<file path="src/sv/frp_pkg.sv">
// Shared types and constants for the FASTA record parser.
package frp_pkg;

  // Default accumulator width for the start and end numbers
  localparam int unsigned CoordBitsDef = 32;

  // Output queue depth
  localparam int unsigned QDepth = 4;

  // Result kinds
  localparam logic [1:0] KindName    = 2'd0;
  localparam logic [1:0] KindBase    = 2'd1;
  localparam logic [1:0] KindSummary = 2'd2;

  // Summary status codes
  localparam logic [1:0] StatOk       = 2'd0;
  localparam logic [1:0] StatLenDiff  = 2'd1;
  localparam logic [1:0] StatNumError = 2'd2;

  // Header format modes
  localparam logic [1:0] FmtPlain    = 2'd0;
  localparam logic [1:0] FmtRange    = 2'd1;
  localparam logic [1:0] FmtStranded = 2'd2;

  // Register indexes
  localparam logic RegIdFormat = 1'b0;

  // Parser phases
  localparam logic [1:0] PhFirst  = 2'd0;
  localparam logic [1:0] PhHeader = 2'd1;
  localparam logic [1:0] PhSeq    = 2'd2;

  // Header fields
  localparam logic [1:0] FldName   = 2'd0;
  localparam logic [1:0] FldStart  = 2'd1;
  localparam logic [1:0] FldEnd    = 2'd2;
  localparam logic [1:0] FldStrand = 2'd3;

  // Characters
  localparam logic [7:0] ChGt     = 8'h3E;
  localparam logic [7:0] ChColon  = 8'h3A;
  localparam logic [7:0] ChDash   = 8'h2D;
  localparam logic [7:0] ChLParen = 8'h28;
  localparam logic [7:0] ChRParen = 8'h29;
  localparam logic [7:0] ChNl     = 8'h0A;
  localparam logic [7:0] ChPlus   = 8'h2B;
  localparam logic [7:0] ChZero   = 8'h30;
  localparam logic [7:0] ChNine   = 8'h39;
  localparam logic [7:0] ChLowA   = 8'h61;
  localparam logic [7:0] ChLowZ   = 8'h7A;
  localparam logic [7:0] CaseMask = 8'hDF;

  typedef struct packed {
    logic [7:0] data_byte;
    logic       last_byte;
  } in_t;

  typedef struct packed {
    logic [1:0]  kind;
    logic [7:0]  char_value;
    logic [31:0] coord_start;
    logic [31:0] coord_end;
    logic [7:0]  strand_char;
    logic [31:0] seq_length;
    logic [1:0]  status;
    logic        last_of_item;
  } out_t;

endpackage

</file>
<file path="src/sv/frp_core.sv">
// Parser state and per-byte result generation.
module frp_core #(
  parameter int unsigned CoordBits = frp_pkg::CoordBitsDef
) (
  input  logic           clk_i,
  input  logic           rst_ni,
  input  logic           fire_i,
  input  frp_pkg::in_t   in_data_i,
  input  logic [1:0]     hdr_mode_i,
  output logic [1:0]     res_cnt_o,
  output frp_pkg::out_t  res0_o,
  output frp_pkg::out_t  res1_o
);

  localparam int unsigned CmpW = (CoordBits > 32) ? CoordBits : 32;

  logic [1:0]           phase_q, phase_d, mid_phase;
  logic [1:0]           field_q, field_d, mid_field;
  logic                 nl_q, nl_d, mid_nl;
  logic [CoordBits-1:0] start_q, start_d, mid_start;
  logic [CoordBits-1:0] end_q, end_d, mid_end;
  logic [3:0]           flags_q, flags_d, mid_flags;
  logic [7:0]           strand_q, strand_d, mid_strand;
  logic [31:0]          count_q, count_d, mid_count;

  logic [7:0] b;
  logic       last;
  logic       bed;
  logic       is_digit;
  logic       emit_byte;
  logic [1:0] byte_kind;
  logic [7:0] byte_char;
  logic       close;

  assign b    = in_data_i.data_byte;
  assign last = in_data_i.last_byte;
  assign bed  = (hdr_mode_i == frp_pkg::FmtRange) || (hdr_mode_i == frp_pkg::FmtStranded);
  assign is_digit = (b >= frp_pkg::ChZero) && (b <= frp_pkg::ChNine);

  // Shared decimal step: acc * 10 + digit, overflow when the top bits are set
  logic [CoordBits-1:0] dig_acc;
  logic [CoordBits+3:0] dig_sum;
  logic                 dig_ovf;
  logic [CoordBits-1:0] dig_val;

  assign dig_acc = (field_q == frp_pkg::FldEnd) ? end_q : start_q;
  assign dig_sum = {1'b0, dig_acc, 3'b000} + {3'b000, dig_acc, 1'b0}
                 + (CoordBits+4)'(b - frp_pkg::ChZero);
  assign dig_ovf = |dig_sum[CoordBits+3:CoordBits];
  assign dig_val = dig_sum[CoordBits-1:0];

  // Byte processing: next state before the end-of-stream close
  always_comb begin
    mid_phase  = phase_q;
    mid_field  = field_q;
    mid_nl     = nl_q;
    mid_start  = start_q;
    mid_end    = end_q;
    mid_flags  = flags_q;
    mid_strand = strand_q;
    mid_count  = count_q;
    emit_byte  = 1'b0;
    byte_kind  = frp_pkg::KindName;
    byte_char  = b;
    close      = 1'b0;

    if (phase_q == frp_pkg::PhFirst) begin
      mid_phase = frp_pkg::PhHeader;
    end else if (phase_q == frp_pkg::PhSeq && nl_q && b == frp_pkg::ChGt) begin
      close      = 1'b1;
      mid_phase  = frp_pkg::PhHeader;
      mid_field  = frp_pkg::FldName;
      mid_nl     = 1'b0;
      mid_start  = '0;
      mid_end    = '0;
      mid_flags  = '0;
      mid_strand = '0;
      mid_count  = '0;
    end else if (b == frp_pkg::ChNl) begin
      if (phase_q == frp_pkg::PhHeader) begin
        mid_phase = frp_pkg::PhSeq;
      end else begin
        mid_nl = 1'b1;
      end
    end else begin
      mid_nl = 1'b0;
      if (phase_q == frp_pkg::PhHeader) begin
        if (!bed) begin
          emit_byte = 1'b1;
        end else if (b == frp_pkg::ChColon) begin
          mid_field = frp_pkg::FldStart;
        end else if (b == frp_pkg::ChDash) begin
          mid_field = frp_pkg::FldEnd;
        end else if (b == frp_pkg::ChLParen) begin
          if (field_q != frp_pkg::FldStart) begin
            mid_field = frp_pkg::FldStrand;
          end
        end else if (b == frp_pkg::ChRParen) begin
          if (field_q == frp_pkg::FldStrand) begin
            mid_field = frp_pkg::FldName;
          end
        end else if (field_q == frp_pkg::FldStart) begin
          if (!flags_q[1]) begin
            if (!is_digit) begin
              mid_flags[1] = 1'b1;
            end else if (dig_ovf) begin
              mid_flags[1] = 1'b1;
              mid_flags[0] = 1'b0;
            end else begin
              mid_start    = dig_val;
              mid_flags[0] = 1'b1;
            end
          end
        end else if (field_q == frp_pkg::FldEnd) begin
          if (!flags_q[3]) begin
            if (!is_digit) begin
              mid_flags[3] = 1'b1;
            end else if (dig_ovf) begin
              mid_flags[3] = 1'b1;
              mid_flags[2] = 1'b0;
            end else begin
              mid_end      = dig_val;
              mid_flags[2] = 1'b1;
            end
          end
        end else if (field_q == frp_pkg::FldStrand) begin
          mid_strand = b;
        end else begin
          emit_byte = 1'b1;
        end
      end else begin
        // sequence base: upper-case a..z, saturating count
        emit_byte = 1'b1;
        byte_kind = frp_pkg::KindBase;
        if (b >= frp_pkg::ChLowA && b <= frp_pkg::ChLowZ) begin
          byte_char = b & frp_pkg::CaseMask;
        end
        if (count_q != '1) begin
          mid_count = count_q + 32'd1;
        end
      end
    end
  end

  // Summary unit: current record on a closing '>', else the post-byte record
  logic [CoordBits-1:0] sum_start, sum_end;
  logic [3:0]           sum_flags;
  logic [7:0]           sum_strand;
  logic [31:0]          sum_count;
  logic [CmpW-1:0]      s_ext, e_ext, diff;
  logic                 len_ok;
  frp_pkg::out_t        sum_res, empty_res, byte_res;

  assign sum_start  = close ? start_q  : mid_start;
  assign sum_end    = close ? end_q    : mid_end;
  assign sum_flags  = close ? flags_q  : mid_flags;
  assign sum_strand = close ? strand_q : mid_strand;
  assign sum_count  = close ? count_q  : mid_count;

  assign s_ext  = CmpW'(sum_start);
  assign e_ext  = CmpW'(sum_end);
  assign diff   = e_ext - s_ext;
  assign len_ok = (e_ext >= s_ext) && (diff == CmpW'(sum_count));

  always_comb begin
    sum_res              = '0;
    sum_res.kind         = frp_pkg::KindSummary;
    sum_res.seq_length   = sum_count;
    sum_res.strand_char  = frp_pkg::ChPlus;
    if (bed) begin
      sum_res.coord_start = s_ext[31:0];
      sum_res.coord_end   = e_ext[31:0];
      if (hdr_mode_i == frp_pkg::FmtStranded && sum_strand != 8'd0) begin
        sum_res.strand_char = sum_strand;
      end
      if (!sum_flags[0] || !sum_flags[2]) begin
        sum_res.status = frp_pkg::StatNumError;
      end else if (len_ok) begin
        sum_res.status = frp_pkg::StatOk;
      end else begin
        sum_res.status = frp_pkg::StatLenDiff;
      end
    end else begin
      sum_res.coord_end = sum_count;
      sum_res.status    = frp_pkg::StatOk;
    end
  end

  // Summary of the empty record that follows a closing '>' on the last byte
  always_comb begin
    empty_res             = '0;
    empty_res.kind        = frp_pkg::KindSummary;
    empty_res.strand_char = frp_pkg::ChPlus;
    empty_res.status      = bed ? frp_pkg::StatNumError : frp_pkg::StatOk;
  end

  always_comb begin
    byte_res            = '0;
    byte_res.kind       = byte_kind;
    byte_res.char_value = byte_char;
  end

  // Result assembly
  always_comb begin
    res0_o    = '0;
    res1_o    = '0;
    res_cnt_o = 2'd0;
    if (emit_byte || close) begin
      res0_o = close ? sum_res : byte_res;
      if (last) begin
        res1_o              = close ? empty_res : sum_res;
        res1_o.last_of_item = 1'b1;
        res_cnt_o           = 2'd2;
      end else begin
        res0_o.last_of_item = 1'b1;
        res_cnt_o           = 2'd1;
      end
    end else if (last) begin
      res0_o              = sum_res;
      res0_o.last_of_item = 1'b1;
      res_cnt_o           = 2'd1;
    end
  end

  // End of stream clears the record and waits for a new first byte
  always_comb begin
    phase_d  = mid_phase;
    field_d  = mid_field;
    nl_d     = mid_nl;
    start_d  = mid_start;
    end_d    = mid_end;
    flags_d  = mid_flags;
    strand_d = mid_strand;
    count_d  = mid_count;
    if (last) begin
      phase_d  = frp_pkg::PhFirst;
      field_d  = frp_pkg::FldName;
      nl_d     = 1'b0;
      start_d  = '0;
      end_d    = '0;
      flags_d  = '0;
      strand_d = '0;
      count_d  = '0;
    end
  end

  // State registers, updated on each input transfer
  always_ff @(posedge clk_i or negedge rst_ni) begin
    if (!rst_ni) begin
      phase_q  <= frp_pkg::PhFirst;
      field_q  <= frp_pkg::FldName;
      nl_q     <= 1'b0;
      start_q  <= '0;
      end_q    <= '0;
      flags_q  <= '0;
      strand_q <= '0;
      count_q  <= '0;
    end else if (fire_i) begin
      phase_q  <= phase_d;
      field_q  <= field_d;
      nl_q     <= nl_d;
      start_q  <= start_d;
      end_q    <= end_d;
      flags_q  <= flags_d;
      strand_q <= strand_d;
      count_q  <= count_d;
    end
  end

endmodule

</file>
<file path="src/sv/frp_outq.sv">
// Result queue: takes up to two results per cycle, delivers one.
module frp_outq (
  input  logic          clk_i,
  input  logic          rst_ni,
  input  logic [1:0]    push_cnt_i,
  input  frp_pkg::out_t wr0_i,
  input  frp_pkg::out_t wr1_i,
  output logic          room_o,
  output logic          out_valid_o,
  input  logic          out_ready_i,
  output frp_pkg::out_t out_data_o
);

  localparam int unsigned PtrW = $clog2(frp_pkg::QDepth);
  localparam int unsigned CntW = $clog2(frp_pkg::QDepth + 1);

  frp_pkg::out_t mem [frp_pkg::QDepth];
  logic [PtrW-1:0] wr_ptr_q, rd_ptr_q, wr_ptr1;
  logic [CntW-1:0] cnt_q, cnt_d;
  logic            pop;

  assign pop         = out_valid_o && out_ready_i;
  assign out_valid_o = (cnt_q != '0);
  assign out_data_o  = mem[rd_ptr_q];
  assign room_o      = (cnt_q <= CntW'(frp_pkg::QDepth - 2));
  assign wr_ptr1     = wr_ptr_q + PtrW'(1);
  assign cnt_d       = cnt_q + CntW'(push_cnt_i) - CntW'(pop);

  // Pointers and fill count
  always_ff @(posedge clk_i or negedge rst_ni) begin
    if (!rst_ni) begin
      wr_ptr_q <= '0;
      rd_ptr_q <= '0;
      cnt_q    <= '0;
    end else begin
      wr_ptr_q <= wr_ptr_q + PtrW'(push_cnt_i);
      rd_ptr_q <= rd_ptr_q + PtrW'(pop);
      cnt_q    <= cnt_d;
    end
  end

  // Result storage
  always_ff @(posedge clk_i) begin
    if (push_cnt_i != 2'd0) begin
      mem[wr_ptr_q] <= wr0_i;
    end
    if (push_cnt_i == 2'd2) begin
      mem[wr_ptr1] <= wr1_i;
    end
  end

  // Fill count never exceeds the depth
  assert property (@(posedge clk_i) disable iff (!rst_ni)
    cnt_q <= CntW'(frp_pkg::QDepth))
    else $error("result queue overfilled");

  // Results are only pushed when two slots are free
  assert property (@(posedge clk_i) disable iff (!rst_ni)
    (push_cnt_i != 2'd0) |-> room_o)
    else $error("push without room");

  // A lone delivery lowers the count by one
  assert property (@(posedge clk_i) disable iff (!rst_ni)
    (pop && push_cnt_i == 2'd0) |=> (cnt_q == $past(cnt_q) - CntW'(1)))
    else $error("count not decremented on delivery");

endmodule

</file>
<file path="src/sv/fasta_record_parser.sv">
// Top level of the FASTA record parser: register port, parser core, result queue.
//
// Input channel (in_valid_i / in_ready_o / in_data_i) carries one text byte per
// transfer plus a flag on the last byte of the stream. Output channel
// (out_valid_o / out_ready_i / out_data_o) carries name characters, upper-cased
// bases and per-record summaries, with last_of_item on the final result of a byte.
// The APB port holds the header mode at address 0 (plain, name:start-end,
// stranded); write it only while the parser is idle.
// A result is written into the result queue on its input transfer.
// Throughput: one byte per cycle while bytes make at most one result and the
// receiver keeps up; the results of a byte that makes two (record close plus
// end of stream) leave one at a time through the single read port of the 4-entry result queue.
// in_ready_o is high while the queue has two free slots, so input keeps flowing
// while a result waits; when the receiver stalls, bytes that make no result are
// still taken, and in_ready_o drops once more than two results wait. Reset clears
// the parser state, empties the queue and sets the header mode to plain; the next
// byte is taken as the first.
module fasta_record_parser #(
  parameter int unsigned CoordBits = frp_pkg::CoordBitsDef
) (
  input  logic          clk_i,
  input  logic          rst_ni,
  input  logic          in_valid_i,
  output logic          in_ready_o,
  input  frp_pkg::in_t  in_data_i,
  output logic          out_valid_o,
  input  logic          out_ready_i,
  output frp_pkg::out_t out_data_o,
  input  logic          psel,
  input  logic          penable,
  input  logic          pwrite,
  input  logic [2:0]    paddr,
  input  logic [31:0]   pwdata,
  output logic [31:0]   prdata,
  output logic          pready
);

  logic [1:0]    fmt_q;
  logic          fire;
  logic [1:0]    res_cnt;
  frp_pkg::out_t res0, res1;

  // Register port
  assign pready = 1'b1;

  always_ff @(posedge clk_i or negedge rst_ni) begin
    if (!rst_ni) begin
      fmt_q <= frp_pkg::FmtPlain;
    end else if (psel && penable && pwrite && paddr[2] == frp_pkg::RegIdFormat) begin
      fmt_q <= pwdata[1:0];
    end
  end

  always_comb begin
    prdata = '0;
    if (paddr[2] == frp_pkg::RegIdFormat) begin
      prdata = {30'd0, fmt_q};
    end
  end

  assign fire = in_valid_i && in_ready_o;

  frp_core #(
    .CoordBits (CoordBits)
  ) u_core (
    .clk_i       (clk_i),
    .rst_ni      (rst_ni),
    .fire_i      (fire),
    .in_data_i   (in_data_i),
    .hdr_mode_i  (fmt_q),
    .res_cnt_o   (res_cnt),
    .res0_o      (res0),
    .res1_o      (res1)
  );

  frp_outq u_outq (
    .clk_i       (clk_i),
    .rst_ni      (rst_ni),
    .push_cnt_i  (fire ? res_cnt : 2'd0),
    .wr0_i       (res0),
    .wr1_i       (res1),
    .room_o      (in_ready_o),
    .out_valid_o (out_valid_o),
    .out_ready_i (out_ready_i),
    .out_data_o  (out_data_o)
  );

endmodule

</file>
<file path="config.mk">
export PLATFORM = sky130hd
export DESIGN_NAME = fasta_record_parser
export DESIGN_NICKNAME = d
export VERILOG_FILES = /design/src/sv/frp_pkg.sv /design/src/sv/frp_core.sv /design/src/sv/frp_outq.sv /design/src/sv/fasta_record_parser.sv
export SDC_FILE = /design/constraint.sdc
export NUM_CORES = 1
export LEC_CHECK = 0
export CORE_MARGIN = 2
export CORE_UTILIZATION = 49
export CTS_BUF_LIST = sky130_fd_sc_hd__clkbuf_8
export DETAILED_ROUTE_END_ITERATION = 12
export DONT_BUFFER_PORTS = 1
export PLACE_DENSITY_LB_ADDON = 0.15
export SLEW_MARGIN = 5
export SYNTH_ARGS = -nofsm -noshare
export SYNTH_HDL_FRONTEND = slang
export SYNTH_SLANG_ARGS = --single-unit
</file>
<file path="constraint.sdc">
create_clock -name clk_i -period 10 [get_ports clk_i]
set_input_delay 0.5 -clock clk_i [delete_from_list [all_inputs] [get_ports clk_i]]
set_output_delay 0.5 -clock clk_i [all_outputs]
set_load 0.02 [all_outputs]
</file>
; Word level (Yosys, flattened, before mapping)
; Memory sizes are Yosys's and may differ from the RTL's.
; Index checks and enable logic that the tools add are counted.
[classes]
n_mul = 0
n_mux = 143
n_div = 0
n_lt_le_gt_ge = 6
n_shift = 0
n_eq_ne = 21
n_bitwise = 1
add_sub_neg = 10
reduce_logical = 30
[op_table]
columns = cell, n
row1 = $mux W32, 41
row2 = $mux W117, 5
row3 = $mux W8, 16
row4 = $mux W107, 1
row5 = $mux W2, 32
row6 = $eq A8 B6 Y1 const B, 5
row7 = $mux W4, 10
row8 = $add A35 B33 Y36, 1
row9 = $add A36 B36 Y36, 1
row10 = $add A32 B1 Y32 const B, 1
row11 = $eq A32 B32 Y1, 1
row12 = $ge A32 B32 Y1, 1
row13 = $mux W1, 32
row14 = $ne A32 B32 Y1 const B, 1
row15 = $sub A32 B32 Y32, 1
row16 = $mux W6, 5
row17 = $reduce_bool A6 Y1, 2
row18 = $logic_and A1 B1 Y1, 11
row19 = $eq A2 B2 Y1 const B, 5
row20 = $reduce_bool A3 Y1, 3
row21 = $sub A8 B6 Y9 const B, 1
row22 = $eq A8 B4 Y1 const B, 1
row23 = $ge A8 B6 Y1 const B, 1
row24 = $ge A8 B7 Y1 const B, 1
row25 = other kinds (25), 32
[word_totals]
out_inout_bits = 152
ff_bits = 122
in_bits = 51
latchBits = 0
word_cells = 224
ram_bits = 468
mem_bits_ro = 0
memories = 1
[memory_table]
columns = memory, words, width, rd, rd_ports_with_merged_regs, write_ports, line_no
row1 = u_outq.mem, 4, 117, 1, 0, 2, frp_outq.sv:17  ; frp_pkg::out_t mem [frp_pkg::QDepth];

; Logic depth before layout (Yosys ltp)
[logic_depth]
ltp_word = 29
ltp_mapped = 32
ltp_nobuf = 28

; Hierarchy
; A second synthesis with hierarchy kept.
[unflattened]
hier_cells = 3119
area_unflattened_um2 = 37714.9
[modules_own_cells]
columns = module, instances, seq_area_each_um2, cells_each, area_each_um2
row1 = frp_outq, 1, 14228.6, 1173, 23038.3
row2 = frp_core, 1, 2827.7, 1903, 14296.2
row3 = fasta_record_parser, 1, 50.0, 43, 380.4

; Worst setup path before layout
; OpenSTA, ideal clock, no wires.
[synth_path]
path_kind = input to register
from = input in_data_i[5] in the netlist's numbering
to = memory u_outq.mem[0][1] in the netlist's numbering, data pin
setup_time_ns = 0.278
stages = 27
path_slack_ns = 0.345
required_ns = 9.722
arrival_ns = 9.377
path_buffers = 3
cell_sequence = ha_1 clkbuf_1 nor3_1 fa_1 ha_1 nand2_1 o21ai_0 a21boi_0 a21boi_0 o41ai_1 o21ai_1 xnor2_1 nor4_2 buf_2 buf_1 a21o_1 ha_1 a21o_1 a311o_1 a22oi_1 a31oi_1 a211oi_1 xnor2_1 nor4bb_1 nand4b_1 nor4_2 a2111oi_2
[synth_rtl]
columns = item, line_no
row1 = from (decl), fasta_record_parser.sv:25  ; input frp_pkg::in_t in_data_i,
row2 = to (decl), frp_outq.sv:17

==> impl_results.md <==
- CP Class: reg -> reg
- GRT overflow: 0
- Crit path max fanout: 19
- Initial antenna violation count: 1
- Die area: 72200 um2
- Pint: 4.71 mW
- Total wire length: 112000 um
- Switching portion of total power: 37.4%
- Synth Area in XOR/XNOR: 4.34%
- Crit end category: flop
- Synth warnings: 0
- Slowest CP cell: nor4_4
- Min cycle time layout: 9.36 ns
- Yosys top cell by area: edfxtp_1
- Num CTS Buffers: 97
- CTS tree: built
- Hold crit path type: in -> reg
- Pins Over Slew Limit: 0
- Share of layout cells above drive strength 1: between 15 and 20%
- Gr usage total: 30.7%
- Achievable frequency: around 0.11 GHz
- Fin Clk Skew: 0.0417 ns
- Top Metal Used: met4
- Net switching power figure: 2.81 mW
- Clock root cell: clkbuf_8
- Tcrit/Tclk final: approximately 94%
- DR WL/cell: roughly 27 um
- Worst hold slack: a little over 0.07 ns
- Async set or reset register ratio after synthesis: 20.7%
- Gate power share: 31.0%
- Share of the synthesized area in the top cell type: 37.8%
- Largest net degree at the start of global routing: 123
- Clock H-tree levels: 3
- Detailed placement HPWL: 76600 um
- Unrepaired setup endpoints after global routing: no
- # IOs: 203
- Status: finished clean
- Sequential cell area: 16800 um2
- CTS sink count: 590
- Multi-input gate area: 16500 um2
- Post-synthesis compound-gate area fraction: around 15%
- Most frequent cells after synthesis: 432 x edfxtp_1, 316 x nor2_1, 220 x nand2_1, 219 x o21ai_0, 180 x clkbuf_1
- Most numerous cell on the critical path: buf_4
- Primary FF master, synth: edfxtp_1
- Metal3 WL: 11200 um
- PwrDens: 198 nW/um2
- CP arrival: between 9 and 10 ns
- Worst path top cell family by delay: simple AND/OR/NAND/NOR gates
- TNS Setup: 0 ns
- Final hold vios: 0
- Std cell rows: 97
- Sequential fraction of the synthesis area: 48.8%
- Top post-synthesis cells by area: edfxtp_1 38%, dfrtp_1 8.9%, mux4_2 7.7%
- Simple-gate share of the synthesized area: approximately 14%
- Fin nets: 3282
- Leakage: 14.6 nW
- Syn-to-layout area delta: 10.8%
- WP data required: 10.43 ns
- Worst slew margin: 11.3%
- Synth cell types: 92
- Startpoint Class: flop
- WP buf/inv: 4
- Via count: about 27000
- Post_cts resized: 0
- Chip height: 269 um
- Post-synth EDFFs: 432
- Slew at the pin with the worst max-slew slack: 1.32 ns
- Port Buf Inserts: 0
- First-pass GRT wire length: 165000 um
- Max cap viols: 0
- CP peak stage delay: 0.88 ns
- Setup violators final: 0
- Max IR drop VDD: roughly 0.2 mV
- DR pass1 iterations: 8
- Clk network pwr share: between 20% and 30%
- Most frequent cell after synthesis: edfxtp_1
- Metal-1 WL: 46800 um
- Adder-Cell Fraction of Synth Area: 4.88%
- Post-Syn Area: 34300 um2
- Largest family of logic cells by synthesized area: compound AO/OA/AOI/OAI gates
- Number of global-route vias before repair: 25747
- Synth Instances: 3067
- Drt drc: 0
- Register bit total from synthesis: 590
- Clock transition at the registers of the reported paths: 0.06 ns
- Multiplexer share of the synthesized area: under 10%
- Die width: 269 um
- Initial Util: between 40% and 50%
- Number of DRC markers in iteration 0: 3094
- Worst-Skew Late Latency: 0.73 ns
- Routability Congestion: 0.935
- Met2 Routed Length: 50300 um
- Sequential share of power: 41.0%
- Setup fix buffers added after clock tree synthesis: 0
- Mapped Avg Cell Area: 11.2 um2
- Filler cell count: 6072
- Vias per cell: 6.48
- Core area: 69700 um2
- Remaining antenna violation count: 0
- Longest Clk Path Bufs: 3
[registers in the layout, summed over array words and instances, names as in the netlist, 3 cells and up]
name             count
u_outq.mem         468
u_core.count_q      32
u_core.end_q        32
u_core.strand_q      8
u_outq.cnt_q         3
u_core.flags_q       4
u_core.start_q      32
[cell families after synthesis]
family,Yosys count
AND/OR/NAND/NOR,978
AO/OA/AOI/OAI,744
flip-flops,590
buffers and inverters,316
multiplexers,183
XOR/XNOR,140
adder cells (fa/ha/maj),114
other,2
[final timing paths]
kind                                                       from  slack [ns]                         endpoint  cells after the start
worst min-delay path                               in_data_i[8]        0.07  u_outq.mem[2][114]$_SDFFE_PP0P_                      2
worst min register to register  u_outq.mem[0][108]$_SDFFE_PP0P_        0.47  u_outq.mem[0][108]$_SDFFE_PP0P_                      2
worst max-delay path              u_core.field_q[0]$_DFFE_PN0P_        0.64       u_outq.mem[2][1]$_DFFE_PP_                     29
max in group asynchronous                                rst_ni        9.02     u_outq.rd_ptr_q[0]$_DFF_PN0_                      2
min in group asynchronous                                rst_ni        0.41   u_core.count_q[16]$_DFFE_PN0P_                      2
worst max register to register    u_core.field_q[0]$_DFFE_PN0P_        0.64       u_outq.mem[2][1]$_DFFE_PP_                     29
[power by group through the flow]
stage	Sequential (mW)	Combinational, mW	Clock, mW
6_report	3.08	2.33	2.10
2_1_floorplan	3.02	1.79	0
5_1_grt	3.11	2.45	2.24
3_3_place_gp	3.12	2.28	0
3_5_place_dp	3.14	2.31	0
4_1_cts	3.09	2.33	2.13
[metal layers]
layer  global-route usage, %  vias up
met2                    46.2     1354
met1                    44.2    13585
met4                    10.0        0
li1                        -    11692
met5                       0        -
met3                    6.77      213
[placed cells by master (no fill, tap or decap), types with 26 or more instances in the layout]
| cell | Yosys | final |
|---|---|---|
| edfxtp_1 | 432 | 432 |
| nor2_1 | 316 | 310 |
| o21ai_0 | 219 | 219 |
| nand2_1 | 220 | 216 |
| buf_4 | 31 | 175 |
| nor3_1 | 148 | 147 |
| dfrtp_1 | 122 | 120 |
| mux4_2 | 117 | 117 |
| a22o_1 | 109 | 109 |
| clkbuf_8 | 0 | 107 |
| a21oi_1 | 83 | 83 |
| ha_1 | 81 | 80 |
| inv_1 | 45 | 78 |
| nand3_1 | 77 | 77 |
| xnor2_1 | 73 | 71 |
| a21o_1 | 69 | 69 |
| o22ai_1 | 48 | 48 |
| o31ai_1 | 48 | 48 |
| xor2_1 | 47 | 46 |
| a211oi_1 | 43 | 41 |
| nand4_1 | 37 | 37 |
| dfxtp_1 | 36 | 36 |
| and2_1 | 33 | 33 |
| mux2_2 | 33 | 33 |
| mux2i_1 | 33 | 33 |
| fa_1 | 33 | 33 |
| conb_1 | 2 | 31 |
| and3_1 | 26 | 26 |
[worst register-to-register path: cells and delay by family, from the launching register on]
kind / cells / cell delay (ns)
compound gates: 8 / 2.31
flops: 1 / 0.42
xor+xnor: 2 / 0.47
fa+ha+maj: 3 / 1.29
simple gates: 11 / 3.06
buf+inv: 4 / 1.14
mux: 1 / 0.40
[final cells by class]
| cell class | instances | share of cell area [%] |
|---|---|---|
| inverter | 47 | 0.464 |
| clock buffer | 107 | 3.87 |
| tap | 940 | 3.09 |
| clock inverter | 76 | 1.20 |
| sequential | 590 | 44.1 |
| antenna | 1 | 0.00658 |
| timing repair buffer | 191 | 4.00 |
| multi-input combinational | 2190 | 43.3 |
[per-stage QoR]
step | utilization (%) | area (um2) | total power, mW | setup slack [ns] | instances
after CTS | 54.6 | 38000 | 7.55 | 0.844 | 4141
after floorplan | - | 34400 | 4.81 | 0.345 | 3096
final | 54.6 | 38000 | 7.52 | 0.636 | 4142
after global placement | 51.6 | 35900 | 5.40 | 0.895 | 3945
after global routing | 54.6 | 38000 | 7.80 | 0.297 | 4142
after detailed placement | 51.6 | 35900 | 5.44 | 0.864 | 3945
[repair_timing]
item                                    in CTS  in global routing
endpoints found under the setup margin       0                  0
hold endpoints to repair                   151                  0
hold buffers                                13                  0
Note: power is estimated with default switching activity, not from simulation.
